File: config.mk
export PLATFORM = sky130hd
export DESIGN_NAME = audit_hex_value_decoder
export DESIGN_NICKNAME = d
export VERILOG_FILES = /design/src/rtl/hvd_pkg.sv /design/src/rtl/audit_hex_value_decoder.sv
export SDC_FILE = /design/constraint.sdc
export NUM_CORES = 1
export LEC_CHECK = 0
export ABC_AREA = 0
export BUFFER_PORTS_ARGS = -buffer_cell sky130_fd_sc_hd__buf_2
export CAP_MARGIN = 20
export CELL_PAD_IN_SITES_DETAIL_PLACEMENT = 1
export CELL_PAD_IN_SITES_GLOBAL_PLACEMENT = 1
export CORE_MARGIN = 2
export CORE_UTILIZATION = 45
export DETAILED_ROUTE_END_ITERATION = 12
export PLACE_DENSITY_LB_ADDON = 0.25
export SYNTH_ARGS = -nofsm -noshare
export SYNTH_HDL_FRONTEND = slang
export SYNTH_SLANG_ARGS = --single-unit
File: constraint.sdc
create_clock -name clock -period 3.4 [get_ports clock]
set_input_delay 0.17 -clock clock [delete_from_list [all_inputs] [get_ports clock]]
set_output_delay 0.17 -clock clock [all_outputs]
set_load 0.05 [all_outputs]
File: src/rtl/hvd_pkg.sv
package hvd_pkg;

   // Request kinds carried in the req_type field.
   localparam logic [1:0] KIND_KEY   = 2'd0;
   localparam logic [1:0] KIND_VALUE = 2'd1;
   localparam logic [1:0] KIND_END   = 2'd2;

   localparam int NUM_NAMES = 9;
   localparam int NAME_MAX  = 10;

   localparam logic [7:0] BYTE_LOW_LIMIT  = 8'h21;
   localparam logic [7:0] BYTE_HIGH_LIMIT = 8'h7e;
   localparam logic [7:0] BYTE_QUOTE      = 8'h22;
   localparam logic [7:0] BYTE_TAB        = 8'h09;

   localparam logic [7:0] NAME_TEXT [NUM_NAMES][NAME_MAX] = '{
      '{"n", "a", "m", "e", 8'h00, 8'h00, 8'h00, 8'h00, 8'h00, 8'h00},
      '{"p", "r", "o", "c", "t", "i", "t", "l", "e", 8'h00},
      '{"p", "a", "t", "h", 8'h00, 8'h00, 8'h00, 8'h00, 8'h00, 8'h00},
      '{"d", "i", "r", 8'h00, 8'h00, 8'h00, 8'h00, 8'h00, 8'h00, 8'h00},
      '{"c", "o", "m", "m", 8'h00, 8'h00, 8'h00, 8'h00, 8'h00, 8'h00},
      '{"o", "c", "o", "m", "m", 8'h00, 8'h00, 8'h00, 8'h00, 8'h00},
      '{"d", "a", "t", "a", 8'h00, 8'h00, 8'h00, 8'h00, 8'h00, 8'h00},
      '{"o", "l", "d", 8'h00, 8'h00, 8'h00, 8'h00, 8'h00, 8'h00, 8'h00},
      '{"n", "e", "w", 8'h00, 8'h00, 8'h00, 8'h00, 8'h00, 8'h00, 8'h00}
   };

   localparam logic [3:0] NAME_LEN [NUM_NAMES] = '{
      4'd4, 4'd9, 4'd4, 4'd3, 4'd4, 4'd5, 4'd4, 4'd3, 4'd3
   };

   // Range restriction on the first continuation byte of a UTF-8 sequence.
   typedef enum logic [2:0] {
      RULE_NONE,
      RULE_A0_BF,
      RULE_80_9F,
      RULE_90_BF,
      RULE_80_8F
   } hvd_utf8_rule_type;

   typedef struct packed {
      logic [1:0] req_type;
      logic [7:0] in_char;
      logic       quoted;
   } hvd_req_type;

   typedef struct packed {
      logic [7:0] out_byte;
      logic       is_verdict;
      logic       accepted;
   } hvd_rsp_type;

   // Hex digit value; the flag is low for a character that is no hex digit.
   function automatic logic [4:0] hex_digit(input logic [7:0] c);
      logic [4:0] r;
      r = 5'd0;
      if (c >= "0" && c <= "9") begin
         r = {1'b1, 4'(c - 8'h30)};
      end else if (c >= "a" && c <= "f") begin
         r = {1'b1, 4'(c - 8'h57)};
      end else if (c >= "A" && c <= "F") begin
         r = {1'b1, 4'(c - 8'h37)};
      end
      return r;
   endfunction

endpackage

File: src/rtl/audit_hex_value_decoder.sv
// Hex value decoder for audit-style key-value records.
//
// Request channel (req_valid, req_stall, req_payload): one character per
// request, tagged as key character, value character or end of value.
// Response channel (rsp_valid, rsp_stall, rsp_payload): one decoded byte for
// each completed pair of hex digits while the value has held no invalid digit,
// and one verdict per end marker. Key and lone value characters produce no response.
//
// A request taken enters the input register; it is decoded and its response
// loaded into the output register once that register is empty or its
// response is being taken, so every response comes from a register. One
// request is taken per cycle while req_stall is low; the whole decode is a
// single pass of logic between the input register and the output register.
//
// While the receiver stalls, the output register holds its response and the
// input register holds the next request; one more request lands in a skid
// register, after which req_stall rises (it is driven from a register).
// Reset empties all registers and returns the parser to the start of a key.
module audit_hex_value_decoder (
   input  logic                clock,
   input  logic                reset,
   input  logic                req_valid,
   output logic                req_stall,
   input  hvd_pkg::hvd_req_type req_payload,
   output logic                rsp_valid,
   input  logic                rsp_stall,
   output hvd_pkg::hvd_rsp_type rsp_payload
);
   import hvd_pkg::*;

   // Request registers.
   logic        in_valid_ff, in_valid_in;
   hvd_req_type in_data_ff, in_data_in;
   logic        skid_valid_ff, skid_valid_in;
   hvd_req_type skid_data_ff, skid_data_in;

   // Response register.
   logic        out_valid_ff, out_valid_in;
   hvd_rsp_type out_data_ff, out_data_in;

   // Parser state.
   logic [NUM_NAMES-1:0] cand_ff, cand_in;
   logic [3:0]           key_pos_ff, key_pos_in;
   logic                 a_digit_ff, a_digit_in;
   logic                 in_value_ff, in_value_in;
   logic [3:0]           high_ff, high_in;
   logic                 have_high_ff, have_high_in;
   logic                 nonempty_ff, nonempty_in;
   logic                 hex_err_ff, hex_err_in;
   logic                 enc_ff, enc_in;
   logic [1:0]           pend_ff, pend_in;
   hvd_utf8_rule_type    rule_ff, rule_in;
   logic                 utf_err_ff, utf_err_in;

   logic        req_take;
   logic        advance;
   logic        has_result;
   hvd_rsp_type result;
   logic [4:0]  digit;
   logic [7:0]  dec_byte;
   logic [7:0]  lo_bound;
   logic [7:0]  hi_bound;
   logic        as_lead;
   logic        matched;
   logic [7:0]  name_ch;

   assign req_stall   = skid_valid_ff;
   assign req_take    = req_valid && !req_stall;
   assign advance     = in_valid_ff && (!out_valid_ff || !rsp_stall);
   assign rsp_valid   = out_valid_ff;
   assign rsp_payload = out_data_ff;

   // Input register and skid register.
   always_comb begin
      in_valid_in   = in_valid_ff;
      in_data_in    = in_data_ff;
      skid_valid_in = skid_valid_ff;
      skid_data_in  = skid_data_ff;
      if (advance || !in_valid_ff) begin
         if (skid_valid_ff) begin
            in_valid_in   = 1'b1;
            in_data_in    = skid_data_ff;
            skid_valid_in = 1'b0;
         end else begin
            in_valid_in = req_take;
            in_data_in  = req_payload;
         end
      end else if (req_take) begin
         skid_valid_in = 1'b1;
         skid_data_in  = req_payload;
      end
   end

   // Decode of the request in the input register.
   always_comb begin
      cand_in      = cand_ff;
      key_pos_in   = key_pos_ff;
      a_digit_in   = a_digit_ff;
      in_value_in  = in_value_ff;
      high_in      = high_ff;
      have_high_in = have_high_ff;
      nonempty_in  = nonempty_ff;
      hex_err_in   = hex_err_ff;
      enc_in       = enc_ff;
      pend_in      = pend_ff;
      rule_in      = rule_ff;
      utf_err_in   = utf_err_ff;
      has_result   = 1'b0;
      result       = '0;
      digit        = hex_digit(in_data_ff.in_char);
      dec_byte     = {high_ff, digit[3:0]};
      lo_bound     = 8'h80;
      hi_bound     = 8'hbf;
      as_lead      = 1'b0;
      matched      = 1'b0;
      name_ch      = 8'h00;

      unique case (in_data_ff.req_type)
         KIND_KEY: begin
            if (!in_value_ff) begin
               for (int i = 0; i < NUM_NAMES; i++) begin
                  name_ch = (key_pos_ff < 4'(NAME_MAX)) ? NAME_TEXT[i][key_pos_ff] : 8'h00;
                  if (key_pos_ff >= NAME_LEN[i] || name_ch != in_data_ff.in_char) begin
                     cand_in[i] = 1'b0;
                  end
               end
               if (key_pos_ff == 4'd0) begin
                  a_digit_in = (in_data_ff.in_char == "a");
               end else if (key_pos_ff == 4'd1) begin
                  a_digit_in = a_digit_ff && in_data_ff.in_char >= "0" &&
                               in_data_ff.in_char <= "9";
               end
               if (key_pos_ff != 4'd15) begin
                  key_pos_in = key_pos_ff + 4'd1;
               end
            end
         end
         KIND_VALUE: begin
            in_value_in = 1'b1;
            nonempty_in = 1'b1;
            hex_err_in  = hex_err_ff || !digit[4];
            if (!have_high_ff) begin
               high_in      = digit[3:0];
               have_high_in = 1'b1;
            end else begin
               have_high_in = 1'b0;
               if (!hex_err_in) begin
                  has_result = 1'b1;
                  if (dec_byte < BYTE_LOW_LIMIT || dec_byte > BYTE_HIGH_LIMIT ||
                      dec_byte == BYTE_QUOTE) begin
                     enc_in = 1'b1;
                  end
                  if (dec_byte == 8'h00) begin
                     dec_byte = BYTE_TAB;
                  end
                  result.out_byte = dec_byte;

                  // UTF-8 well-formedness: a continuation byte is checked
                  // against the range its lead byte allows; a bad one flags
                  // an error and is then parsed again as a lead byte.
                  if (pend_ff != 2'd0) begin
                     unique case (rule_ff)
                        RULE_A0_BF: lo_bound = 8'ha0;
                        RULE_80_9F: hi_bound = 8'h9f;
                        RULE_90_BF: lo_bound = 8'h90;
                        RULE_80_8F: hi_bound = 8'h8f;
                        default:    ;
                     endcase
                     rule_in = RULE_NONE;
                     if (dec_byte < lo_bound || dec_byte > hi_bound) begin
                        utf_err_in = 1'b1;
                        pend_in    = 2'd0;
                        as_lead    = 1'b1;
                     end else begin
                        pend_in = pend_ff - 2'd1;
                     end
                  end else begin
                     as_lead = 1'b1;
                  end
                  if (as_lead) begin
                     priority if (dec_byte <= 8'h7f) begin
                        pend_in = pend_in;
                     end else if (dec_byte >= 8'hc2 && dec_byte <= 8'hdf) begin
                        pend_in = 2'd1;
                     end else if (dec_byte >= 8'he0 && dec_byte <= 8'hef) begin
                        pend_in = 2'd2;
                        rule_in = (dec_byte == 8'he0) ? RULE_A0_BF :
                                  (dec_byte == 8'hed) ? RULE_80_9F : RULE_NONE;
                     end else if (dec_byte >= 8'hf0 && dec_byte <= 8'hf4) begin
                        pend_in = 2'd3;
                        rule_in = (dec_byte == 8'hf0) ? RULE_90_BF :
                                  (dec_byte == 8'hf4) ? RULE_80_8F : RULE_NONE;
                     end else begin
                        utf_err_in = 1'b1;
                     end
                  end
               end
            end
         end
         KIND_END: begin
            for (int i = 0; i < NUM_NAMES; i++) begin
               if (cand_ff[i] && key_pos_ff == NAME_LEN[i]) begin
                  matched = 1'b1;
               end
            end
            if (a_digit_ff && key_pos_ff >= 4'd2) begin
               matched = 1'b1;
            end
            has_result        = 1'b1;
            result.is_verdict = 1'b1;
            result.accepted   = matched && !in_data_ff.quoted && nonempty_ff &&
                                !have_high_ff && !hex_err_ff && enc_ff &&
                                !utf_err_ff && pend_ff == 2'd0;
            cand_in      = '1;
            key_pos_in   = 4'd0;
            a_digit_in   = 1'b0;
            in_value_in  = 1'b0;
            high_in      = 4'd0;
            have_high_in = 1'b0;
            nonempty_in  = 1'b0;
            hex_err_in   = 1'b0;
            enc_in       = 1'b0;
            pend_in      = 2'd0;
            rule_in      = RULE_NONE;
            utf_err_in   = 1'b0;
         end
         default: ;
      endcase
   end

   always_comb begin
      out_valid_in = out_valid_ff && rsp_stall;
      out_data_in  = out_data_ff;
      if (advance) begin
         out_valid_in = has_result;
         out_data_in  = result;
      end
   end

   always_ff @(posedge clock) begin
      in_data_ff   <= in_data_in;
      skid_data_ff <= skid_data_in;
      out_data_ff  <= out_data_in;
      if (reset) begin
         in_valid_ff   <= 1'b0;
         skid_valid_ff <= 1'b0;
         out_valid_ff  <= 1'b0;
         cand_ff       <= '1;
         key_pos_ff    <= 4'd0;
         a_digit_ff    <= 1'b0;
         in_value_ff   <= 1'b0;
         high_ff       <= 4'd0;
         have_high_ff  <= 1'b0;
         nonempty_ff   <= 1'b0;
         hex_err_ff    <= 1'b0;
         enc_ff        <= 1'b0;
         pend_ff       <= 2'd0;
         rule_ff       <= RULE_NONE;
         utf_err_ff    <= 1'b0;
      end else begin
         in_valid_ff   <= in_valid_in;
         skid_valid_ff <= skid_valid_in;
         out_valid_ff  <= out_valid_in;
         if (advance) begin
            cand_ff      <= cand_in;
            key_pos_ff   <= key_pos_in;
            a_digit_ff   <= a_digit_in;
            in_value_ff  <= in_value_in;
            high_ff      <= high_in;
            have_high_ff <= have_high_in;
            nonempty_ff  <= nonempty_in;
            hex_err_ff   <= hex_err_in;
            enc_ff       <= enc_in;
            pend_ff      <= pend_in;
            rule_ff      <= rule_in;
            utf_err_ff   <= utf_err_in;
         end
      end
   end

   // The skid register only fills behind a full input register.
   assert property (@(posedge clock) disable iff (reset)
      skid_valid_ff |-> in_valid_ff)
      else $error("skid register full while input register is empty");

   // A continuation-byte restriction only exists while bytes are pending.
   assert property (@(posedge clock) disable iff (reset)
      pend_ff == 2'd0 |-> rule_ff == RULE_NONE)
      else $error("UTF-8 rule set with no bytes pending");

   // A half-collected hex pair implies the value has started.
   assert property (@(posedge clock) disable iff (reset)
      have_high_ff |-> (in_value_ff && nonempty_ff))
      else $error("high nibble held outside a value");

   // A verdict leaves the parser at the start of a new key.
   assert property (@(posedge clock) disable iff (reset)
      (advance && in_data_ff.req_type == KIND_END) |=>
         (key_pos_ff == 4'd0 && !in_value_ff && cand_ff == '1))
      else $error("parser state not cleared after verdict");

endmodule
Word-level counts from Yosys, hierarchy flattened
Memory sizes are Yosys's and may differ from the RTL's.
Cells that the tools add are included.
Widths: inputs -> output; s select.
{ "totals": {"romBits": 1152, "n_memories": 9, "ff_bits": 63, "wordCells": 321} }
{ "classes": {"addsub": 5, "eq_ne": 43, "n_mux": 128, "order_cmp": 24, "n_bitwise": 4, "n_reduce_logical": 77} }
{ "mem_list": {"columns": ["memory", "depth", "width", "rd", "rd_clocked_by_memory_dff", "write_ports", "line", "text"], "rows": [
  ["(name not given)", 16, 8, 1, 0, 0, "audit_hex_value_decoder.sv:122", "name_ch = (key_pos_ff < 4'(NAME_MAX)) ? NAME_TEXT[i][key_pos_ff] : 8'h00;"],
  ["(name not given)", 16, 8, 1, 0, 0, "audit_hex_value_decoder.sv:122", null],
  ["(name not given)", 16, 8, 1, 0, 0, "audit_hex_value_decoder.sv:122", null],
  ["(name not given)", 16, 8, 1, 0, 0, "audit_hex_value_decoder.sv:122", null],
  ["(name not given)", 16, 8, 1, 0, 0, "audit_hex_value_decoder.sv:122", null],
  ["(name not given)", 16, 8, 1, 0, 0, "audit_hex_value_decoder.sv:122", null],
  ["+3 memories", null, null, null, null, null, null, null]
]} }
{ "ops": {"columns": ["op", "n"], "rows": [
  ["$mux 8", 39],
  ["$ne 8x8->1", 9],
  ["$reduce_and 4->1", 12],
  ["$mux 1", 45],
  ["$eq 8x8->1 const B", 4],
  ["$mux 3", 10],
  ["$ne 2x2->1 const B", 15],
  ["$logic_and 1x1->1", 28],
  ["$ge 8x8->1 const B", 3],
  ["$le 8x7->1 const B", 3],
  ["$le 8x8->1 const B", 3],
  ["$mux 2", 12],
  ["$pmux 6 s2", 2],
  ["$pmux 9 s2", 1],
  ["$ge 8x7->1 const B", 2],
  ["$pmux 4 s2", 2],
  ["$logic_or 1x1->1", 15],
  ["$mux 5", 3],
  ["$pmux 1 s2", 7],
  ["$mux 4", 3],
  ["$mux 11", 1],
  ["$logic_not 1->1", 9],
  ["$mux 9", 1],
  ["$eq 4x3->1 const B", 2],
  ["40 further kinds", 50]
]} }

Logic depth before layout (Yosys ltp)
Gate-level depths: netlist (run 1).
{ "logic_depth": {"ltp_word": 22, "ltp_mapped": 12, "depth_no_buf": 11} }

Worst setup path after synthesis (run 1)
No wires, ideal clock.
{ "synth_path": {"path_type": "register to register", "startpoint": "reg in_data_ff[2] (netlist name)", "endpoint": "reg enc_ff", "path_slack_ns": 0.576, "t_arrival_ns": 2.700, "stages_incl_launch_ff": 13, "setup_time_ns": 0.123, "path_buffers": 2, "period_less_slack_ns": 2.824, "path_cell_list": "edfxtp_1 clkbuf_1 inv_1 ha_1 nor3b_2 nor4bb_1 buf_2 a22oi_2 or3_4 nor2_1 or4_1 o21ai_1 mux2_1"} }
{ "synth_between": {"elab_chain_len": 10, "word_cells_on_any_way": 25} }
{ "synth_rtl": {"columns": ["element", "line", "text"], "rows": [
  ["start, declared", "audit_hex_value_decoder.sv:33", "hvd_req_type in_data_ff, in_data_in;"],
  ["start signal, assigned", "audit_hex_value_decoder.sv:241", "in_data_ff <= in_data_in;"],
  ["$ge 8x7->1 / $le 8x7->1 (equally long branches)", "hvd_pkg.sv:61", "end else if (c >= \"A\" && c <= \"F\") begin"],
  ["$logic_and 1x1->1", "hvd_pkg.sv:61", null],
  ["$mux 5", "hvd_pkg.sv:61", null],
  ["$mux 5", "hvd_pkg.sv:59", "end else if (c >= \"a\" && c <= \"f\") begin"],
  ["$mux 5 (*)", "hvd_pkg.sv:57", "if (c >= \"0\" && c <= \"9\") begin"],
  ["$lt 8x6->1 / $gt 8x7->1 (equally long branches)", "audit_hex_value_decoder.sv:149", "if (dec_byte < BYTE_LOW_LIMIT || dec_byte > BYTE_HIGH_LIMIT ||"],
  ["$logic_or 1x1->1 (2 in series)", "audit_hex_value_decoder.sv:149", null],
  ["$ne 2x2->1 (no line)", null, null],
  ["$reduce_and 5->1 (no line) (*)", null, null],
  ["end signal, assigned", "audit_hex_value_decoder.sv:273", "enc_ff <= enc_in;"],
  ["end, declared", "audit_hex_value_decoder.sv:50", "logic enc_ff, enc_in;"]
]} }
Every way passes the cells marked *; elsewhere a longest branch is shown, timed or not.
A chain may end at the register's enable or synchronous reset.

Final worst setup path (run 1)
{ "layout_path": {"startpoint": "reg in_data_ff[1] (netlist name)", "endpoint": "reg enc_ff"} }
The elaborated chain is that of the path after synthesis.

==> flow_results.org, run 1 <==
** Routing
- After detailed routing, the number of vias per cell comes to 6.01.
- After detailed routing, the met3 layer carries 562 um of wire.
- The highest layer touched by signal routing is met4.
- Routed via count :: 3,566
- Detail-routed net length per standard cell :: 19.7 um
- Antenna violation net count after detailed routing :: 0
- Aggregate routed wire length :: 11.7 mm
- First-pass iteration count of the detailed router :: 4
- DRC marker count from the first detailed-route iteration :: 284
- After detailed routing, the number of remaining DRC violations is 0.
- Detailed routing placed a total of 5.76 mm of wire on met2.
- M1 wire length :: 5.18 mm

** Logic synthesis
- Top-area cell type share of the netlist area :: 23.8%
- Total nets after synthesis :: 486
- By instance count, the leading cell after synthesis is nor2_1.
- Gate Count Post-Synth :: 454
- Of all flip-flops after synthesis, the portion carrying an async set or reset was 0%.
- Number of warnings issued by yosys :: 0
- Summing every instance area after synthesis gives 4040 um2.
- Share of synthesized area occupied by flip-flops and latches :: 39.1%
- Summed over all instances, the cell type with the most area after synthesis is edfxtp_1.
- Synth top cells by count :: 47 x nor2_1, 35 x a21oi_1, 33 x nand2_1
- Post-synth EDFFs :: 32
- Top post-synthesis cells by area :: edfxtp_1 24%, dfxtp_1 15%, ha_1 5.3%, nor2_1 4.4%, a21oi_1 4.3%
- Post-synthesis average cell area :: 8.90 um2
- Dominant synthesized flop cell :: edfxtp_1
- Synthesis inferred 63 register bits.
- Synthesis instantiated 67 different standard cells from the library.

** Job
- Max-cap check violation count :: 0

** GRT
- Maximum number of pins on one net before global-route repair :: 30
- The first global-routing pass estimated 19.7 mm of wire.
- Vias in the first global route :: 3,759
- After global routing the overflow that remains totals 0.
- Global router's overall resource usage :: 25.5%
- The initial antenna violation count was 0.

** Clocking
- TritonCTS Sinks :: 63
- Clock slew at the register clock pins of the worst setup and hold paths :: 0.09 ns
- H-Tree Level Count :: 3
- The number of setup buffers added after CTS is 0.
- The tree is rooted in a clkbuf_8.
- After clock tree synthesis, the flow added hold-fix buffers numbering 9.
- Clock tree from TritonCTS :: built
- The longest clock path from root to sink contains 2 buffers.
- CTS Buf Count :: 9
- # resized after CTS :: 0
- At the later pin of the worst-skew pair, clock insertion delay measures 0.36 ns.

** Floorplan
- The initial utilization of the core area, before any placement, comes to 46.3%.
- The floorplan step defined a die boundary enclosing 9750 um2.
- Floorplan core area :: 8720 um2
- IO Count :: 27
- Row count :: 34
- Die Wd :: 98.8 um
- Height of the die :: 98.8 um

** STA
- Setup repair after global routing left no endpoint under its margin.
- The smallest clock period supported by the final layout is computed as 2.94 ns.
- At the pin with the least slew margin, the transition time is 0.718 ns.
- Measured against its own limit, the worst slew margin works out to 52.1%.
- The final count of pins violating max slew is 0.
- The clock arrives with 0.0154 ns of skew.
- The number of failing hold endpoints at the final stage is 0.
- Final-layout setup total negative slack :: 0 ns
- Count of final setup violators :: 0
- Part of the cycle the worst path needs :: 86.3%
- Maximum clock rate :: 341 MHz

** Power and ir drop
- In this run the power density over the cells is 395 nW/um2.
- Across the VDD grid, the largest voltage drop is 325 uV.
- Cell leakage power :: 1.68 nW
- The design draws 1.81 mW.

** Critical path
- STA classifies the critical path endpoint as a flop.
- Traced cell by cell, the critical path runs through buf_4 > ha_1 > nor3b_2 > nor4bb_1 > buf_4 > a31oi_2 > or3_4 > nor2_1 > or4_1 > o21ai_1 > mux2_1.
- Grouping stages by cell kind, the critical path spends the most delay in simple AND/OR/NAND/NOR gates.
- Critical Path Slowest Stage Cell :: or4_1
- Buffers plus inverters on the worst setup path :: 2
- Critical path peak fanout :: 19
- Setup crit start kind :: flop
- Data arrival time of the critical path :: 3.18 ns
- The most numerous cell type found on the critical path is buf_4.
- Category of the most critical setup path :: reg2reg
- Worst EP required :: 3.64 ns
- In this design, the stage delay of the slowest critical-path cell is 0.46 ns.

** Worst hold path
- The worst hold path belongs to the class in2reg.

** Placed design
- Summed over all nets, the half-perimeter wirelength after detailed placement is 8.21 mm.
- The congestion estimate from routability-driven global placement came to 0.921.
- Number of buffer cells added on primary ports :: 26

** Outcome
- The flow ran to the end, and the final reports show no timing, DRC or antenna violations.

** Final layout
- In the final layout, the share of cells above drive strength 1 is 15.5%.
- Final nets :: 512
- Inserted Diodes :: 0
- P&R area growth vs syn :: 13.3%
[stage by stage]
step           utilization [%]  area, um2  instances  setup slack (ns)  hold WS, ns
6_report                  52.5       4580        593             0.464       0.0201
5_1_grt                   52.5       4580        593             0.238      0.00385
4_1_cts                   52.5       4580        593             0.476     0.000823
3_5_place_dp              49.0       4270        568             0.515        0.363
3_3_place_gp              49.0       4270        568             0.605        0.364
2_1_floorplan                -       4040        454             0.576        0.269
[flip-flops by register name, indices dropped and copies added (netlist names)]
signal	count
in_data_ff	11
skid_data_ff	11
rsp_payload	10
cand_ff	9
high_ff	4
key_pos_ff	4
rule_ff	3
pend_ff	2
a_digit_ff	1
enc_ff	1
have_high_ff	1
hex_err_ff	1
in_valid_ff	1
nonempty_ff	1
req_stall	1
rsp_valid	1
utf_err_ff	1
[where the power goes]
| group | switching [mW] | internal, mW |
|---|---|---|
| Combinational | 0.140 | 0.0831 |
| Clock | 0.337 | 0.414 |
| Sequential | 0.0163 | 0.818 |
[area by class of cell]
| type | count | area [um2] |
|---|---|---|
| clock inverter | 7 | 96.3 |
| multi-input combinational | 343 | 2270 |
| fill | 1011 | 4140 |
| timing repair buffer | 47 | 310 |
| inverter | 16 | 60.1 |
| sequential | 63 | 1580 |
| tap | 108 | 135 |
| clock buffer | 9 | 124 |
[metal layers]
layer  vias up  track usage [%]
li1       1720                -
met1      1744             33.6
met2        87             42.0
met3        15             5.32
met4         0             8.01
met5         -                0
[cell families (layout without fill, tap and decap cells)]
| kind of cell | count (synthesis) | count (layout) | synth area share, % |
|---|---|---|---|
| and+or+nand+nor | 169 | 169 | 22.0 |
| DFF | 63 | 63 | 39.1 |
| xor gates and xnor gates | 17 | 17 | 3.68 |
| muxes | 21 | 21 | 5.60 |
| adders and majority gates | 17 | 17 | 5.26 |
| buffers and inverters | 48 | 79 | 4.64 |
| AOI/OAI and AO/OA | 119 | 119 | 19.7 |
[worst paths after layout]
path,depth (start not counted),start,to,slack (ns)
worst min register to register,2,pend_ff[1]$_SDFFE_PP0P_,pend_ff[1]$_SDFFE_PP0P_,0.52
worst min-delay path,1,req_payload[1],skid_data_ff[1]$_DFFE_PP_,0.02
worst max-delay path,11,in_data_ff[1]$_DFFE_PP_,enc_ff$_SDFFE_PP0P_,0.46
worst max register to register,11,in_data_ff[1]$_DFFE_PP_,enc_ff$_SDFFE_PP0P_,0.46
[layout by cell type (no fill, tap or decap), types with 5 or more instances in the layout]
cell type,netlist,routed
a211o_1,10,10
a21oi_1,35,35
a31oi_1,11,11
and3_1,6,6
buf_2,3,26
buf_4,1,12
clkbuf_8,0,9
dfxtp_1,31,31
dlygate4sd3_1,0,9
edfxtp_1,32,32
ha_1,17,17
inv_1,16,16
mux2_2,12,12
mux2i_1,8,8
nand2_1,33,33
nand2b_1,7,7
nand3_1,12,12
nor2_1,47,47
nor2b_1,14,14
nor3_1,13,13
nor3b_1,6,6
o21ai_0,15,15
o21ai_1,9,9
xnor2_1,12,12
xor2_1,5,5
Note: power is estimated with default switching activity, not from simulation.
==> run 2, diff against run 1 <==
Settings changed: RECOVER_POWER set to 100, SLEW_MARGIN set to 30.
==> run 2 against run 1 <==
Critical endpoint is now pend_ff[0]$_SDFFE_PP0P_. Routed wire length shrank 0.32%. Critical path type unchanged. Largest power group unchanged. Register-to-register slack lost 0.16 ns. Sequential power is essentially flat. Via count grew 1.1%. Non-clock buffer count is the same. Flip-flop and latch count is the same.
==> flow_results.org, run 2 (synthesis gave the netlist of run 1 again) <==
** Placed design
- Number of buffer cells added on primary ports :: 26 (unchanged)
- The weighted congestion at the end of routability-driven global placement came to 0.921 (unchanged).
- The worst slack after detailed placement came to 0.515 ns (unchanged).
- Half-perimeter wire length after detailed placement :: 8.21 mm (unchanged)

** STA
- The setup TNS is 0 ns (unchanged).
- Setup repair after global routing left no endpoint under its margin.
- Fin Clk Skew :: 0.0173 ns (+0.00185 ns)
- The number of failing hold endpoints at the final stage is 0 (unchanged).
- Part of the cycle the worst path needs :: 91.1% (+4.8 points)
- Count of final setup violators :: 0 (unchanged)
- The pin slew with the least headroom to its limit was 1.29 ns (+0.572 ns).
- Final critical path time including I/O delays and setup :: 3.10 ns (+0.163 ns)
- The final count of pins violating max slew was 0 (unchanged).
- The worst relative slew slack came to 14.0% (-38 points).
- Maximum clock rate :: 323 MHz (-5.3%)
- The worst setup slack after layout was 0.301 ns (-0.163 ns).

** Final layout
- Inserted Diodes :: 0 (unchanged)
- Commonest non-fill, non-tap cell in the layout :: nor2_1
- The share of cells above drive strength 1 came to 10.3% (-5.2 points).
- The area used by sequential logic in the layout came to 1580 um2 (unchanged).
- P&R area growth vs syn :: 12.4%
- Area occupied by multi-input gates :: 2270 um2 (unchanged)
- Final nets :: 512 (unchanged)
- Most frequent cells in the layout :: 47 x nor2_1, 35 x a21oi_1, 33 x nand2_1, 32 x edfxtp_1, 31 x dfxtp_1
- The total of fill cells in the finished design is 1,014 (+0.30%).

** Critical path
- Category of the most critical setup path :: reg2reg
- Critical path peak fanout :: 19 (unchanged)
- STA classifies the critical path endpoint as a flop.
- The data arrival time of the worst path was 3.35 ns (+0.17 ns).
- The data required time at the worst endpoint came to 3.65 ns (about the same).
- STA classifies the critical path startpoint as a flop.

** Floorplan
- Die Wd :: 98.8 um (unchanged)
- The number of standard-cell rows in the floorplan was 34 (unchanged).
- IO Count :: 27 (unchanged)
- Area of the die :: 9750 um2 (unchanged)
- The starting density of the core was 46.3% (unchanged).
- The area of the core region came to 8720 um2 (unchanged).
- The height of the chip was 98.8 um (unchanged).

** Routing
- Routed length on met3 :: 655 um (+17%)
- The detailed-route wire length on metal 1 was 5.12 mm (-1.2%).
- Aggregate routed wire length :: 11.7 mm (-0.32%)
- The detailed-routed wire length on met2 is 5.66 mm (-1.9%).
- DRC marker count from the first detailed-route iteration :: 249 (-12%)
- The overall via count from detail_route is 3,607 (+1.1%).
- The detail-routed via count per cell was 6.08 (+1.1%).
- First-pass iteration count of the detailed router :: 4 (unchanged)
- The residual antenna-violating net count after detailed routing is 0 (unchanged).
- Detail-routed net length per standard cell :: 19.7 um (-0.32%)
- Routed signal wires occupy layers up through met4.
- The detailed-route DRC error count was 0 (unchanged).

** GRT
- Global router's overall resource usage :: 25.5% (unchanged)
- The initial antenna violation count came to 0 (unchanged).
- The first-pass GRT wire length came to 19.7 mm (unchanged).
- Vias in the first global route :: 3,759 (unchanged)
- Maximum number of pins on one net before global-route repair :: 30 (unchanged)
- The global route total overflow was 0 (unchanged).

** Power and ir drop
- The switching part of the total came to 27.5% (+0.24 points).
- Power after layout :: 1.81 mW (about the same)
- Proportion of power drawn by flip-flops and latches :: 46.1% (about the same)
- Cell leakage power :: 1.60 nW (-4.3%)
- The relative contribution of the clock network to total power was 41.7% (+0.2 points).
- Power density cells :: 398 nW/um2 (+0.86%)
- The combinational power share was 12.2% (about the same).
- Internal power consumption :: 1.31 mW (-0.26%)
- The maximum ir drop on the vdd rail came to 326 uV (+0.34%).
- Sw power :: 0.498 mW (+0.93%)

** Clocking
- Buffer type at the clock tree root :: clkbuf_8
- TritonCTS Sinks :: 63 (unchanged)
- The clock slew seen by the registers of the worst setup and hold paths was 0.09 ns (about the same).
- The worst-case clock buffer depth was 2 (unchanged).
- Clock tree from TritonCTS :: built
- The number of gates resized after CTS was 0 (unchanged).
- The worst-skew pair later-pin latency came to 0.36 ns (about the same).
- The total CTS buffers came to 9 (unchanged).
- H-Tree Level Count :: 3 (unchanged)

** Job
- The max-capacitance violation count is 0 (unchanged).

** Worst hold path
- Worst Hold Class :: in2reg

** Outcome
- Run status :: finished clean
run 2: area by class of cell:
type / instances / share of cell area [%]
Clock inverter: 7 / 2.12
Inverter: 16 / 1.32
Sequential cell: 63 / 34.8
Multi-Input combinational cell: 343 / 50.0
Clock buffer: 9 / 2.73
Tap cell: 108 / 2.97
Timing Repair Buffer: 47 / 6.03
run 2: power by group through the flow:
stage                     combinational [mW]  clock, mW  sequential (mW)
final                                  0.220      0.755            0.834
after global routing                   0.241      0.785            0.838
after CTS                              0.221      0.759            0.834
after detailed placement               0.210          0            0.851
after global placement                 0.203          0            0.850
after floorplan                        0.139          0            0.860
run 2: final timing paths:
path	from	endpoint	slack (ns)	cells past startpoint
setup reg to reg	in_data_ff[1]$_DFFE_PP_	pend_ff[0]$_SDFFE_PP0P_	0.30	11
hold / removal	req_payload[1]	skid_data_ff[1]$_DFFE_PP_	0.04	1
setup / recovery	in_data_ff[1]$_DFFE_PP_	pend_ff[0]$_SDFFE_PP0P_	0.30	11
hold reg to reg	pend_ff[1]$_SDFFE_PP0P_	pend_ff[1]$_SDFFE_PP0P_	0.52	2
run 2: routing by layer:
| metal | GRT usage (%) | vias to the layer above |
|---|---|---|
| met5 | 0 | - |
| met4 | 8.01 | 0 |
| met3 | 5.32 | 18 |
| li1 | - | 1722 |
| met1 | 33.6 | 1760 |
| met2 | 42.0 | 107 |
run 2: critical path: stages (launching register included):
cell and delay, ns:
edfxtp_1 0.35, buf_4 0.25, ha_1 0.29, nor3b_2 0.07, nor4bb_1 0.29, clkbuf_1 0.32
a21oi_1 0.20, nor3b_2 0.40, o21ai_1 0.20, o21ai_0 0.19, nand3_1 0.11, o311a_1 0.31
run 2: repair_timing:
action / 4_1_cts / 5_1_grt
buffers inserted: 0 / 0
setup endpoints to repair: 0 / 0
endpoints found under the hold margin: 9 / 0
hold buffers: 9 / 0
run 2: through the flow:
step	instance area [um2]	hold slack, ns	util, %	cells
2_1_floorplan	4040	0.269	-	454
3_3_place_gp	4270	0.364	49.0	568
3_5_place_dp	4270	0.363	49.0	568
4_1_cts	4580	0.000823	52.5	593
5_1_grt	4540	0.0473	52.1	593
6_report	4540	0.0430	52.1	593
